### config.mk
export PLATFORM = sky130hd
export DESIGN_NAME = welford_duration_statistics
export DESIGN_NICKNAME = d
export VERILOG_FILES = /design/src/rtl/core/wds_pkg.sv /design/src/rtl/core/welford_duration_statistics.sv /design/src/rtl/core/wds_div.sv /design/src/rtl/core/wds_sqrt.sv
export SDC_FILE = /design/constraint.sdc
export NUM_CORES = 2
export LEC_CHECK = 0
export ABC_AREA = 0
export BUFFER_PORTS_ARGS = -buffer_cell sky130_fd_sc_hd__buf_4
export CORE_MARGIN = 2
export CORE_UTILIZATION = 35
export CTS_CLUSTER_DIAMETER = 120
export DETAILED_ROUTE_END_ITERATION = 12
export PLACE_DENSITY = 0.51
export SYNTH_ARGS = -nofsm -noshare
export SYNTH_HDL_FRONTEND = slang
export SYNTH_SLANG_ARGS = --single-unit
### constraint.sdc
create_clock -name clk -period 8.52 [get_ports clk]
set_input_delay 0.426 -clock clk [delete_from_list [all_inputs] [get_ports clk]]
set_output_delay 0.426 -clock clk [all_outputs]
set_load 0.03 [all_outputs]
### src/rtl/core/wds_pkg.sv
// Shared types and fixed widths for the Welford duration statistics block.
// No dependencies; imported by wds_div, wds_sqrt and welford_duration_statistics.
package wds_pkg;

	localparam int OUT_WIDTH   = 32;
	localparam int M2_WIDTH    = 64;
	localparam int ROOT_WIDTH  = 32;
	localparam int DIV_STEP_W  = $clog2(M2_WIDTH + 1);
	localparam int SQRT_STEP_W = $clog2(ROOT_WIDTH + 1);

	typedef struct packed {
		logic start;
		logic full;
	} div_ctl_t;

endpackage

### src/rtl/core/welford_duration_statistics.sv
// Welford duration statistics: sequencer, state registers and output register.
// First item: no divide; the sequencer goes straight to its output step. Later items
// pass the serial mean divide (DW steps, DW = min(DURATION_WIDTH, 32)), the
// 64-step variance divide and the 32-step square root; in_ready returns with the result.
// Async active-low reset clears count, mean, M2, min, max and all control state.
// Depends on wds_pkg, wds_div and wds_sqrt.
module welford_duration_statistics #(
	parameter int DURATION_WIDTH = 32,
	parameter int COUNT_WIDTH    = 32
) (
	input  logic                              clk,
	input  logic                              arst_n,
	input  logic                              in_valid,
	output logic                              in_ready,
	input  logic [wds_pkg::OUT_WIDTH-1:0]     duration,
	output logic                              out_valid,
	input  logic                              out_ready,
	output logic [wds_pkg::OUT_WIDTH-1:0]     sample_count,
	output logic [wds_pkg::OUT_WIDTH-1:0]     mean_value,
	output logic                              mean_valid,
	output logic [wds_pkg::OUT_WIDTH-1:0]     std_dev,
	output logic                              std_dev_valid,
	output logic [wds_pkg::OUT_WIDTH-1:0]     min_value,
	output logic [wds_pkg::OUT_WIDTH-1:0]     max_value
);
	import wds_pkg::*;

	localparam int DW = (DURATION_WIDTH > OUT_WIDTH) ? OUT_WIDTH : DURATION_WIDTH;

	localparam logic [2:0] ST_IDLE   = 3'd0;
	localparam logic [2:0] ST_DIV1   = 3'd1;
	localparam logic [2:0] ST_MUL    = 3'd2;
	localparam logic [2:0] ST_ACC    = 3'd3;
	localparam logic [2:0] ST_VSTART = 3'd4;
	localparam logic [2:0] ST_DIV2   = 3'd5;
	localparam logic [2:0] ST_SQRT   = 3'd6;
	localparam logic [2:0] ST_DONE   = 3'd7;

	logic [2:0]             state_q;
	logic [COUNT_WIDTH-1:0] count_q;
	logic [DW-1:0]          mean_q;
	logic [M2_WIDTH-1:0]    m2_q;
	logic [DW-1:0]          min_q;
	logic [DW-1:0]          max_q;
	logic [DW-1:0]          mag_q;
	logic [DW-1:0]          mag2_q;
	logic                   up_q;
	logic [M2_WIDTH-1:0]    prod_q;
	logic [ROOT_WIDTH-1:0]  std_q;
	logic                   out_valid_q;

	logic [OUT_WIDTH-1:0]   sample_count_q;
	logic [OUT_WIDTH-1:0]   mean_value_q;
	logic                   mean_valid_q;
	logic [OUT_WIDTH-1:0]   std_dev_q;
	logic                   std_dev_valid_q;
	logic [OUT_WIDTH-1:0]   min_value_q;
	logic [OUT_WIDTH-1:0]   max_value_q;

	logic                   accept;
	logic [DW-1:0]          d_in;
	logic                   d_ge;
	logic [DW-1:0]          mag_in;
	logic [COUNT_WIDTH-1:0] count_next;
	div_ctl_t               div_ctl;
	logic [M2_WIDTH-1:0]    div_dividend;
	logic [COUNT_WIDTH-1:0] div_divisor;
	logic                   div_done;
	logic [M2_WIDTH-1:0]    div_quot;
	logic [DW-1:0]          quot_short;
	logic                   sqrt_start;
	logic                   sqrt_done;
	logic [ROOT_WIDTH-1:0]  sqrt_root;
	logic [M2_WIDTH-1:0]    prod_w;
	logic [M2_WIDTH:0]      m2_sum;
	logic                   out_load;

	assign in_ready   = (state_q == ST_IDLE);
	assign accept     = in_valid && in_ready;
	assign d_in       = duration[DW-1:0];
	assign d_ge       = d_in >= mean_q;
	assign mag_in     = d_ge ? (d_in - mean_q) : (mean_q - d_in);
	assign count_next = (count_q == '1) ? count_q : count_q + 1'b1;
	assign quot_short = div_quot[DW-1:0];
	assign prod_w     = M2_WIDTH'(mag_q) * M2_WIDTH'(mag2_q);
	assign m2_sum     = {1'b0, m2_q} + {1'b0, prod_q};
	assign out_load   = (state_q == ST_DONE) && (!out_valid_q || out_ready);

	always_comb begin
		div_ctl.start = 1'b0;
		div_ctl.full  = 1'b0;
		div_dividend  = M2_WIDTH'(mag_in) << (M2_WIDTH - DW);
		div_divisor   = count_next;
		if (accept && count_q != '0) begin
			div_ctl.start = 1'b1;
		end else if (state_q == ST_VSTART) begin
			div_ctl.start = 1'b1;
			div_ctl.full  = 1'b1;
			div_dividend  = m2_q;
			div_divisor   = count_q - 1'b1;
		end
	end

	assign sqrt_start = (state_q == ST_DIV2) && div_done;

	wds_div #(
		.COUNT_WIDTH (COUNT_WIDTH),
		.SHORT_STEPS (DW)
	) u_div (
		.clk      (clk),
		.arst_n   (arst_n),
		.ctl      (div_ctl),
		.dividend (div_dividend),
		.divisor  (div_divisor),
		.done     (div_done),
		.quotient (div_quot)
	);

	wds_sqrt u_sqrt (
		.clk      (clk),
		.arst_n   (arst_n),
		.start    (sqrt_start),
		.radicand (div_quot),
		.done     (sqrt_done),
		.root     (sqrt_root)
	);

	always_ff @(posedge clk or negedge arst_n) begin
		if (!arst_n) begin
			state_q     <= ST_IDLE;
			count_q     <= '0;
			mean_q      <= '0;
			m2_q        <= '0;
			min_q       <= '0;
			max_q       <= '0;
			out_valid_q <= 1'b0;
		end else begin
			if (out_valid_q && out_ready && !out_load) begin
				out_valid_q <= 1'b0;
			end
			unique case (state_q)
				ST_IDLE: begin
					if (accept) begin
						count_q <= count_next;
						if (count_q == '0) begin
							mean_q  <= d_in;
							m2_q    <= '0;
							min_q   <= d_in;
							max_q   <= d_in;
							state_q <= ST_DONE;
						end else begin
							if (d_in < min_q) begin
								min_q <= d_in;
							end
							if (d_in > max_q) begin
								max_q <= d_in;
							end
							state_q <= ST_DIV1;
						end
					end
				end
				ST_DIV1: begin
					if (div_done) begin
						mean_q  <= up_q ? (mean_q + quot_short) : (mean_q - quot_short);
						state_q <= ST_MUL;
					end
				end
				ST_MUL: begin
					state_q <= ST_ACC;
				end
				ST_ACC: begin
					m2_q    <= m2_sum[M2_WIDTH] ? '1 : m2_sum[M2_WIDTH-1:0];
					state_q <= ST_VSTART;
				end
				ST_VSTART: begin
					state_q <= ST_DIV2;
				end
				ST_DIV2: begin
					if (div_done) begin
						state_q <= ST_SQRT;
					end
				end
				ST_SQRT: begin
					if (sqrt_done) begin
						state_q <= ST_DONE;
					end
				end
				ST_DONE: begin
					if (out_load) begin
						out_valid_q <= 1'b1;
						state_q     <= ST_IDLE;
					end
				end
				default: begin
					state_q <= ST_IDLE;
				end
			endcase
		end
	end

	always_ff @(posedge clk) begin
		if (accept) begin
			mag_q <= mag_in;
			up_q  <= d_ge;
			std_q <= '0;
		end
		if (state_q == ST_DIV1 && div_done) begin
			mag2_q <= mag_q - quot_short;
		end
		if (state_q == ST_MUL) begin
			prod_q <= prod_w;
		end
		if (state_q == ST_SQRT && sqrt_done) begin
			std_q <= sqrt_root;
		end
		if (out_load) begin
			sample_count_q  <= OUT_WIDTH'(count_q);
			mean_value_q    <= OUT_WIDTH'(mean_q);
			mean_valid_q    <= (count_q != '0);
			std_dev_q       <= std_q;
			std_dev_valid_q <= (count_q > COUNT_WIDTH'(1));
			min_value_q     <= OUT_WIDTH'(min_q);
			max_value_q     <= OUT_WIDTH'(max_q);
		end
	end

	assign out_valid     = out_valid_q;
	assign sample_count  = sample_count_q;
	assign mean_value    = mean_value_q;
	assign mean_valid    = mean_valid_q;
	assign std_dev       = std_dev_q;
	assign std_dev_valid = std_dev_valid_q;
	assign min_value     = min_value_q;
	assign max_value     = max_value_q;

	a_min_le_max: assert property (@(posedge clk) disable iff (!arst_n)
		(count_q != '0) |-> (min_q <= max_q))
		else $error("min above max");

	a_mean_in_range: assert property (@(posedge clk) disable iff (!arst_n)
		(state_q == ST_IDLE && count_q != '0) |-> (mean_q >= min_q && mean_q <= max_q))
		else $error("mean outside min/max");

	a_count_after_accept: assert property (@(posedge clk) disable iff (!arst_n)
		accept |=> (count_q != '0 && count_q >= $past(count_q)))
		else $error("count did not advance or saturate");

	a_div_start_ctx: assert property (@(posedge clk) disable iff (!arst_n)
		div_ctl.start |-> (state_q == ST_IDLE || state_q == ST_VSTART))
		else $error("divider started outside idle or variance step");

	a_sqrt_done_ctx: assert property (@(posedge clk) disable iff (!arst_n)
		sqrt_done |-> (state_q == ST_SQRT))
		else $error("square root finished outside its step");

endmodule

### src/rtl/core/wds_div.sv
// Restoring serial divider, one quotient bit per cycle.
// Short mode runs SHORT_STEPS steps on a left-aligned dividend; full mode runs 64.
// Depends on wds_pkg.
module wds_div #(
	parameter int COUNT_WIDTH = 32,
	parameter int SHORT_STEPS = 32
) (
	input  logic                            clk,
	input  logic                            arst_n,
	input  wds_pkg::div_ctl_t               ctl,
	input  logic [wds_pkg::M2_WIDTH-1:0]    dividend,
	input  logic [COUNT_WIDTH-1:0]          divisor,
	output logic                            done,
	output logic [wds_pkg::M2_WIDTH-1:0]    quotient
);
	import wds_pkg::*;

	logic [M2_WIDTH-1:0]    acc_q;
	logic [COUNT_WIDTH-1:0] rem_q;
	logic [COUNT_WIDTH-1:0] dsr_q;
	logic [DIV_STEP_W-1:0]  step_q;
	logic                   run_q;
	logic                   done_q;
	logic [COUNT_WIDTH:0]   rem_sh;
	logic [COUNT_WIDTH:0]   rem_sub;
	logic                   ge;

	assign rem_sh  = {rem_q, acc_q[M2_WIDTH-1]};
	assign rem_sub = rem_sh - {1'b0, dsr_q};
	assign ge      = rem_sh >= {1'b0, dsr_q};

	always_ff @(posedge clk or negedge arst_n) begin
		if (!arst_n) begin
			run_q  <= 1'b0;
			done_q <= 1'b0;
			step_q <= '0;
		end else begin
			done_q <= 1'b0;
			if (ctl.start) begin
				run_q  <= 1'b1;
				step_q <= ctl.full ? DIV_STEP_W'(M2_WIDTH) : DIV_STEP_W'(SHORT_STEPS);
			end else if (run_q) begin
				step_q <= step_q - 1'b1;
				if (step_q == DIV_STEP_W'(1)) begin
					run_q  <= 1'b0;
					done_q <= 1'b1;
				end
			end
		end
	end

	always_ff @(posedge clk) begin
		if (ctl.start) begin
			acc_q <= dividend;
			dsr_q <= divisor;
			rem_q <= '0;
		end else if (run_q) begin
			acc_q <= {acc_q[M2_WIDTH-2:0], ge};
			rem_q <= ge ? rem_sub[COUNT_WIDTH-1:0] : rem_sh[COUNT_WIDTH-1:0];
		end
	end

	assign done     = done_q;
	assign quotient = acc_q;

endmodule

### src/rtl/core/wds_sqrt.sv
// Digit-by-digit integer square root, one root bit per cycle.
// Returns floor(sqrt(radicand)) for a 64-bit radicand. Depends on wds_pkg.
module wds_sqrt (
	input  logic                             clk,
	input  logic                             arst_n,
	input  logic                             start,
	input  logic [wds_pkg::M2_WIDTH-1:0]     radicand,
	output logic                             done,
	output logic [wds_pkg::ROOT_WIDTH-1:0]   root
);
	import wds_pkg::*;

	localparam int REM_W = ROOT_WIDTH + 3;

	logic [M2_WIDTH-1:0]    rad_q;
	logic [REM_W-1:0]       rem_q;
	logic [ROOT_WIDTH-1:0]  root_q;
	logic [SQRT_STEP_W-1:0] step_q;
	logic                   run_q;
	logic                   done_q;
	logic [REM_W-1:0]       rem_sh;
	logic [REM_W-1:0]       trial;
	logic                   ge;

	assign rem_sh = {rem_q[REM_W-3:0], rad_q[M2_WIDTH-1:M2_WIDTH-2]};
	assign trial  = {1'b0, root_q, 2'b01};
	assign ge     = rem_sh >= trial;

	always_ff @(posedge clk or negedge arst_n) begin
		if (!arst_n) begin
			run_q  <= 1'b0;
			done_q <= 1'b0;
			step_q <= '0;
		end else begin
			done_q <= 1'b0;
			if (start) begin
				run_q  <= 1'b1;
				step_q <= SQRT_STEP_W'(ROOT_WIDTH);
			end else if (run_q) begin
				step_q <= step_q - 1'b1;
				if (step_q == SQRT_STEP_W'(1)) begin
					run_q  <= 1'b0;
					done_q <= 1'b1;
				end
			end
		end
	end

	always_ff @(posedge clk) begin
		if (start) begin
			rad_q  <= radicand;
			rem_q  <= '0;
			root_q <= '0;
		end else if (run_q) begin
			rad_q  <= {rad_q[M2_WIDTH-3:0], 2'b00};
			rem_q  <= ge ? (rem_sh - trial) : rem_sh;
			root_q <= {root_q[ROOT_WIDTH-2:0], ge};
		end
	end

	assign done = done_q;
	assign root = root_q;

endmodule

Word level (Yosys, flattened, before mapping)
Cells that the tools add are included.
{"block": "word_totals", "ff_bits": 793, "wordCells": 150}
{"block": "classes", "n_addsub": 12, "multipliers": 1, "magnitude_cmp": 6, "n_eq_ne": 16, "muxes": 57, "n_reduce_logical": 27}
{"cell": "$mux W64", "n": 9}
{"cell": "$mux W32", "n": 15}
{"cell": "$sub A32 B32 Y32", "n": 5}
{"cell": "$pmux W64 S2", "n": 1}
{"cell": "$add A64 B64 Y65", "n": 1}
{"cell": "$mul A32 B32 Y64", "n": 1}
{"cell": "$pmux W32 S2", "n": 1}
{"cell": "$ge A35 B34 Y1", "n": 1}
{"cell": "$ge A33 B32 Y1", "n": 1}
{"cell": "$mux W33", "n": 1}
{"cell": "$sub A33 B33 Y33", "n": 1}
{"cell": "$add A32 B1 Y32 const B", "n": 1}
{"cell": "$add A32 B32 Y32", "n": 1}
{"cell": "$eq A32 B32 Y1 const B", "n": 1}
{"cell": "$ge A32 B32 Y1", "n": 1}
{"cell": "$gt A32 B1 Y1 const B", "n": 1}
{"cell": "$gt A32 B32 Y1", "n": 1}
{"cell": "$logic_not A32 Y1", "n": 1}
{"cell": "$lt A32 B32 Y1", "n": 1}
{"cell": "$reduce_bool A32 Y1", "n": 1}
{"cell": "$sub A32 B1 Y32 const B", "n": 1}
{"cell": "$pmux W3 S8", "n": 1}
{"cell": "$mux W7", "n": 3}
{"cell": "$mux W3", "n": 6}
{"cell": "other kinds (21)", "n": 62}

Logic depth before layout (Yosys ltp)
{"block": "depth", "word_depth": 8, "mapped_depth": 30}

Hierarchy
Synthesis repeated with hierarchy kept, for this count alone.
{"block": "hier_totals", "hier_cells": 8332, "area_unflattened_um2": 80130.6}
{"module": "welford_duration_statistics", "instances": 1, "cells_each": 6891, "area_per_inst_um2": 65141.2, "seq_area_each_um2": 14604.0}
{"module": "wds_sqrt", "instances": 1, "cells_each": 745, "area_per_inst_um2": 7576.0, "seq_area_each_um2": 3423.3}
{"module": "wds_div", "instances": 1, "cells_each": 696, "area_per_inst_um2": 7413.4, "seq_area_each_um2": 3748.6}

Worst setup path before layout
OpenSTA, ideal clock, no wires.
{"block": "synth_path", "path_kind": "register to register", "start": "register state_q[2]", "end": "register max_value_q[0] (netlist: max_value[0]) (enable)", "setup_time_ns": 0.686, "t_arrival_ns": 7.703, "required_time_ns": 7.834, "slack_ns": 0.131, "stages_incl_launch_ff": 5, "path_buffers": 2, "path_cell_list": "dfrtp_1 > clkbuf_1 > clkbuf_1 > nand3_1 > nor2_1"}
{"block": "synth_via", "elab_chain_len": 2}
{"item": "from (decl)", "line": "welford_duration_statistics.sv:39", "rtl": "logic [2:0] state_q;"}
{"item": "from (signal assigned)", "line": "welford_duration_statistics.sv:130", "rtl": "state_q <= ST_IDLE;"}
{"item": "from (signal assigned)", "line": "welford_duration_statistics.sv:150", "rtl": "state_q <= ST_DONE;"}
{"item": "from (signal assigned)", "line": "welford_duration_statistics.sv:158", "rtl": "state_q <= ST_DIV1;"}
{"item": "$eq A3 B3 Y1", "line": "welford_duration_statistics.sv:87", "rtl": "assign out_load = (state_q == ST_DONE) && (!out_valid_q || out_ready);"}
{"item": "$logic_and A1 B1 Y1", "line": "welford_duration_statistics.sv:87"}
{"item": "named net out_load", "line": "welford_duration_statistics.sv:76", "rtl": "logic out_load;"}
{"item": "to (signal assigned)", "line": "welford_duration_statistics.sv:223", "rtl": "max_value_q <= OUT_WIDTH'(max_q);"}
{"item": "to (decl)", "line": "welford_duration_statistics.sv:58", "rtl": "logic [OUT_WIDTH-1:0] max_value_q;"}
The timed path passes the listed nets, and every way through them passes these cells.
A chain may end at the register's enable or synchronous reset.

Worst setup path in the final report
{"block": "layout_path", "start": "register mag_q[27]", "end": "register prod_q[58], data pin"}
{"block": "layout_via", "elab_chain_len": 1}
{"item": "from (decl)", "line": "welford_duration_statistics.sv:45", "rtl": "logic [DW-1:0] mag_q;"}
{"item": "from (signal assigned)", "line": "welford_duration_statistics.sv:203", "rtl": "mag_q <= mag_in;"}
{"item": "$mul A32 B32 Y64", "line": "welford_duration_statistics.sv:85", "rtl": "assign prod_w = M2_WIDTH'(mag_q) * M2_WIDTH'(mag2_q);"}
{"item": "named net prod_w[58]", "line": "welford_duration_statistics.sv:74", "rtl": "logic [M2_WIDTH-1:0] prod_w;"}
{"item": "to (signal assigned)", "line": "welford_duration_statistics.sv:211", "rtl": "prod_q <= prod_w;"}
{"item": "to (decl)", "line": "welford_duration_statistics.sv:48", "rtl": "logic [M2_WIDTH-1:0] prod_q;"}
The timed path passes the listed nets, and every way through them passes these cells.

==> results.txt <==
* Status: complete, but fails checks
- The final reports fail on capacitance limit, slew limit.
- Relative to the synthesized area, the layout overhead comes to 11.60%.
* Final routed DRC violation total: 0
- The most used flip-flop cell after synthesis is sky130_fd_sc_hd__edfxtp_1.
- Traced cell by cell, the critical path runs through buf_4 -> buf_4 -> nand2_1 -> fa_1 -> fa_1 -> fa_1 -> fa_1 -> inv_1 -> fa_1 -> fa_1 -> fa_1 -> ha_1 -> ha_1 -> nand4_1 -> or4_1 -> or4_1 -> nor3_1 -> o21ai_0 -> and4b_1 -> or4_1 -> nand3_1.
* Number of hold-slack violations in the final timing report: 0
- For this design the top-level I/O count stands at 200.
- Data on the critical path is required at its endpoint by 9.07 ns.
- For this run, the register share of the synthesized area comes to 0.2736.
* Synthesized area: 0.07958 mm^2
* Hold crit path type: input port to flop
- Pin count of the biggest net entering global routing: 88
- Yosys mapped the design onto 93 distinct sky130hd cell types.
- In the finished design, the share of the clock period the worst path needs comes to 0.9629.
* Transition at the pin with the smallest max-transition slack: 1.497 ns
- TritonCTS built the clock tree.
* Fraction of layout cells with a size suffix above 1: 0.07627
- Total wire length after detailed routing: 256,400 um
- Setup skew after layout: 0.04559 ns
- Total die area: 0.2312 mm^2
- Of all flip-flops after synthesis, the portion carrying an async set or reset was 0.2686.
* Root buffer cell: sky130_fd_sc_hd__clkbuf_16
- Via count of the first global-routing pass: 62,553
* Number of storage elements in the synthesis netlist: 793
- Detailed Routing Iterations Pass 1: 6
* Top cells by area in the synthesized netlist: sky130_fd_sc_hd__fa_1, sky130_fd_sc_hd__edfxtp_1, sky130_fd_sc_hd__ha_1, sky130_fd_sc_hd__dfrtp_1, sky130_fd_sc_hd__inv_1
* Clk slew on worst S/H paths: 0.06 ns
- Die span in x: 480.8 um
- Total routing usage reported by global routing: 0.2213
- The routed layout has 60,592 vias.
* Synthesized netlist cell count: 8,362
- Count of port buffers added during placement: 199
- In the post-synthesis netlist, the cell with the most instances is sky130_fd_sc_hd__inv_1.
* Highest-delay cell along the critical path: sky130_fd_sc_hd__edfxtp_1
- Detailed-route wire length per cell: 22.18 um
* Worst-path fanout max: 14
* Number of synthesized flops with an enable pin: 483
- Synthesis produced a netlist with a net count of 9,889.
- Including well taps, the total number of placed cells is 11,358.
* Fin cells: 11,557
- In this run the vertical extent of the chip is 480.8 um.
- Overflow left after global routing: 0
* Largest stage delay on the critical path: 0.71 ns
- Fin. max-slew vios: 1
- The later pin in the worst-skew pair is clocked with a latency of 0.73 ns.
- Core outline area: 0.2266 mm^2
- Buffers plus inverters on the worst setup path: 3
- CTS H-tree lvls: 3
* Most common library cells after synthesis: sky130_fd_sc_hd__inv_1, sky130_fd_sc_hd__nand2_1, sky130_fd_sc_hd__fa_1
- Crit-path leading delay family: adder cells
* Net count, final: 9,983
- For this configuration, the core starts out at a cell density of 0.3512.
- No sink is reached through more buffers than the 3 on the longest clock path.
- Clock Sinks: 793
- The worst setup path is captured at a flop.
- The detail route stage leaves a number of antenna-violating nets equal to 0.
- Unrepaired setup endpoints after global routing: no
- The floorplan has 175 rows.
- Post-route minimum period: 8.204 ns
- The first routing iteration left 4,888 violations.
- The largest total area in the synthesized netlist belongs to sky130_fd_sc_hd__fa_1.
- Number of antenna violations at the first check in global routing: 19
- Most frequent cell on the critical path: sky130_fd_sc_hd__fa_1
- Buffers inserted during clock tree synthesis total 94.
* Via-to-Cell Ratio: 5.243
* Sum of net half-perimeters after detailed placement: 197,400 um
- Maximum frequency from static timing analysis: 0.1219 GHz
- Final sum of negative setup slack: 0 ns
- Yosys warnings: 0
* Arrival time at the worst endpoint: 8.76 ns
- Routability-driven placement finished with a final weighted congestion of 0.9192.
- Proportion of netlist area held by the largest area contributor: 0.2269
* Finish-stage setup viols: 0
- A synthesized cell averages 9.517 um^2.
- Max-cap violations in this run came to 1.
* Global-route wire length before repair: 392,700 um
- Startpoint Class: flop
- Critical path type: flop to flop
* Worst slew slack as a fraction of its limit: -0.001645
==> repair_timing <==
item	in CTS	in global routing
hold buffers	3	0
gates resized for setup	0	3
setup endpoints to repair	0	6
hold endpoints to repair	88	0
buffers inserted	0	8
==> routing by layer <==
metal / wire length, um / share of wire / GRT usage
met1: 115500 / 0.45 / 0.3075
met4: 7955 / 0.031 / 0.06141
met2: 118300 / 0.46 / 0.3593
met5: 37 / 0.00014 / 0
met3: 14580 / 0.057 / 0.03081
==> path summary, 6_finish.rpt <==
path / startpoint / to / slack [ns] / cells past startpoint
setup / recovery: mag_q[27] / prod_q[58] / 0.32 / 21
hold / removal: duration[27] / mean_q[27] / 0.04 / 3
setup reg to reg: mag_q[27] / prod_q[58] / 0.32 / 21
hold reg to reg: std_q[14] / std_dev[14] / 0.42 / 0
max in group asynchronous: arst_n / m2_q[61] / 6.32 / 4
min in group asynchronous: arst_n / min_q[25] / 0.33 / 2
==> worst register-to-register path, cell delays in order, from the launching register on <==
cell and delay, ns:
sky130_fd_sc_hd__edfxtp_1 0.71, sky130_fd_sc_hd__buf_4 0.37, sky130_fd_sc_hd__buf_4 0.27, sky130_fd_sc_hd__nand2_1 0.11, sky130_fd_sc_hd__fa_1 0.57, sky130_fd_sc_hd__fa_1 0.44, sky130_fd_sc_hd__fa_1 0.48, sky130_fd_sc_hd__fa_1 0.56
sky130_fd_sc_hd__inv_1 0.06, sky130_fd_sc_hd__fa_1 0.58, sky130_fd_sc_hd__fa_1 0.44, sky130_fd_sc_hd__fa_1 0.45, sky130_fd_sc_hd__ha_1 0.29, sky130_fd_sc_hd__ha_1 0.38, sky130_fd_sc_hd__nand4_1 0.14, sky130_fd_sc_hd__or4_1 0.52
sky130_fd_sc_hd__or4_1 0.47, sky130_fd_sc_hd__nor3_1 0.19, sky130_fd_sc_hd__o21ai_0 0.16, sky130_fd_sc_hd__and4b_1 0.33, sky130_fd_sc_hd__or4_1 0.44, sky130_fd_sc_hd__nand3_1 0.08
==> metrics by stage <==
stage                 util  hold slack [ns]  cell area (um^2)  setup WS [ns]
floorplan                -           0.1304             79580         0.1307
global placement    0.3765           0.4033             85330         0.3283
detailed placement  0.3765           0.4045             85330         0.3068
CTS                 0.3913        0.0009489             88690         0.2702
global route        0.3918          0.03322             88790       0.008471
finish              0.3919          0.03945             88820         0.3157
==> cell type report <==
cell class | instances | area [um^2]
Inverter | 1199 | 4501
Clock buffer | 126 | 2605
Multi-Input combinational cell | 5933 | 51750
Sequential cell | 793 | 21780
Fill cell | 22691 | 137800
Timing Repair Buffer | 435 | 3669
Tap cell | 3009 | 3765
Antenna cell | 13 | 32.53
Clock inverter | 49 | 716.9
==> cells in the final DEF (no fill, tap or decap), types with 58 or more instances in the layout <==
cell                        count
sky130_fd_sc_hd__inv_1       1193
sky130_fd_sc_hd__nand2_1     1002
sky130_fd_sc_hd__fa_1         902
sky130_fd_sc_hd__and2_1       640
sky130_fd_sc_hd__ha_1         589
sky130_fd_sc_hd__edfxtp_1     483
sky130_fd_sc_hd__buf_4        400
sky130_fd_sc_hd__a21oi_1      390
sky130_fd_sc_hd__o21ai_0      330
sky130_fd_sc_hd__nor2_1       283
sky130_fd_sc_hd__xnor2_1      227
sky130_fd_sc_hd__a21o_1       220
sky130_fd_sc_hd__dfrtp_1      211
sky130_fd_sc_hd__mux2i_1      158
sky130_fd_sc_hd__xor2_1       123
sky130_fd_sc_hd__nand3_1      107
sky130_fd_sc_hd__nor3_1       105
sky130_fd_sc_hd__dfxtp_1       97
sky130_fd_sc_hd__clkbuf_16     96
sky130_fd_sc_hd__nand4_1       86
sky130_fd_sc_hd__o31ai_1       59
sky130_fd_sc_hd__a211oi_1      58
==> sequential cells by signal (all words and copies together) (netlist names), 7 cells and up <==
signal	count
mag_q	32
u_sqrt.rem_q	33
count_q	32
u_div.dsr_q	32
sample_count	32
u_sqrt.root	32
u_div.quotient	64
std_dev	32
min_value	32
std_q	32
mag2_q	32
min_q	32
prod_q	64
mean_value	32
max_value	32
max_q	32
u_div.step_q	7
m2_q	64
mean_q	32
u_sqrt.rad_q	64
u_div.rem_q	32
==> cell families (layout without fill, tap and decap cells) <==
| kind of cell | after synthesis | in the layout | share of synthesized area |
|---|---|---|---|
| compound gates | 1462 | 1462 | 0.1181 |
| fa+ha+maj | 1491 | 1491 | 0.3195 |
| buf+inv | 1636 | 1809 | 0.07792 |
| flops | 793 | 793 | 0.2736 |
| simple gates | 2461 | 2461 | 0.1510 |
| xor+xnor | 353 | 353 | 0.03885 |
| other cells | 0 | 13 | 0 |
| mux | 166 | 166 | 0.02100 |
Power is not shown: default switching activity piles up to over one toggle a cycle in this logic, so the estimate is an artifact.
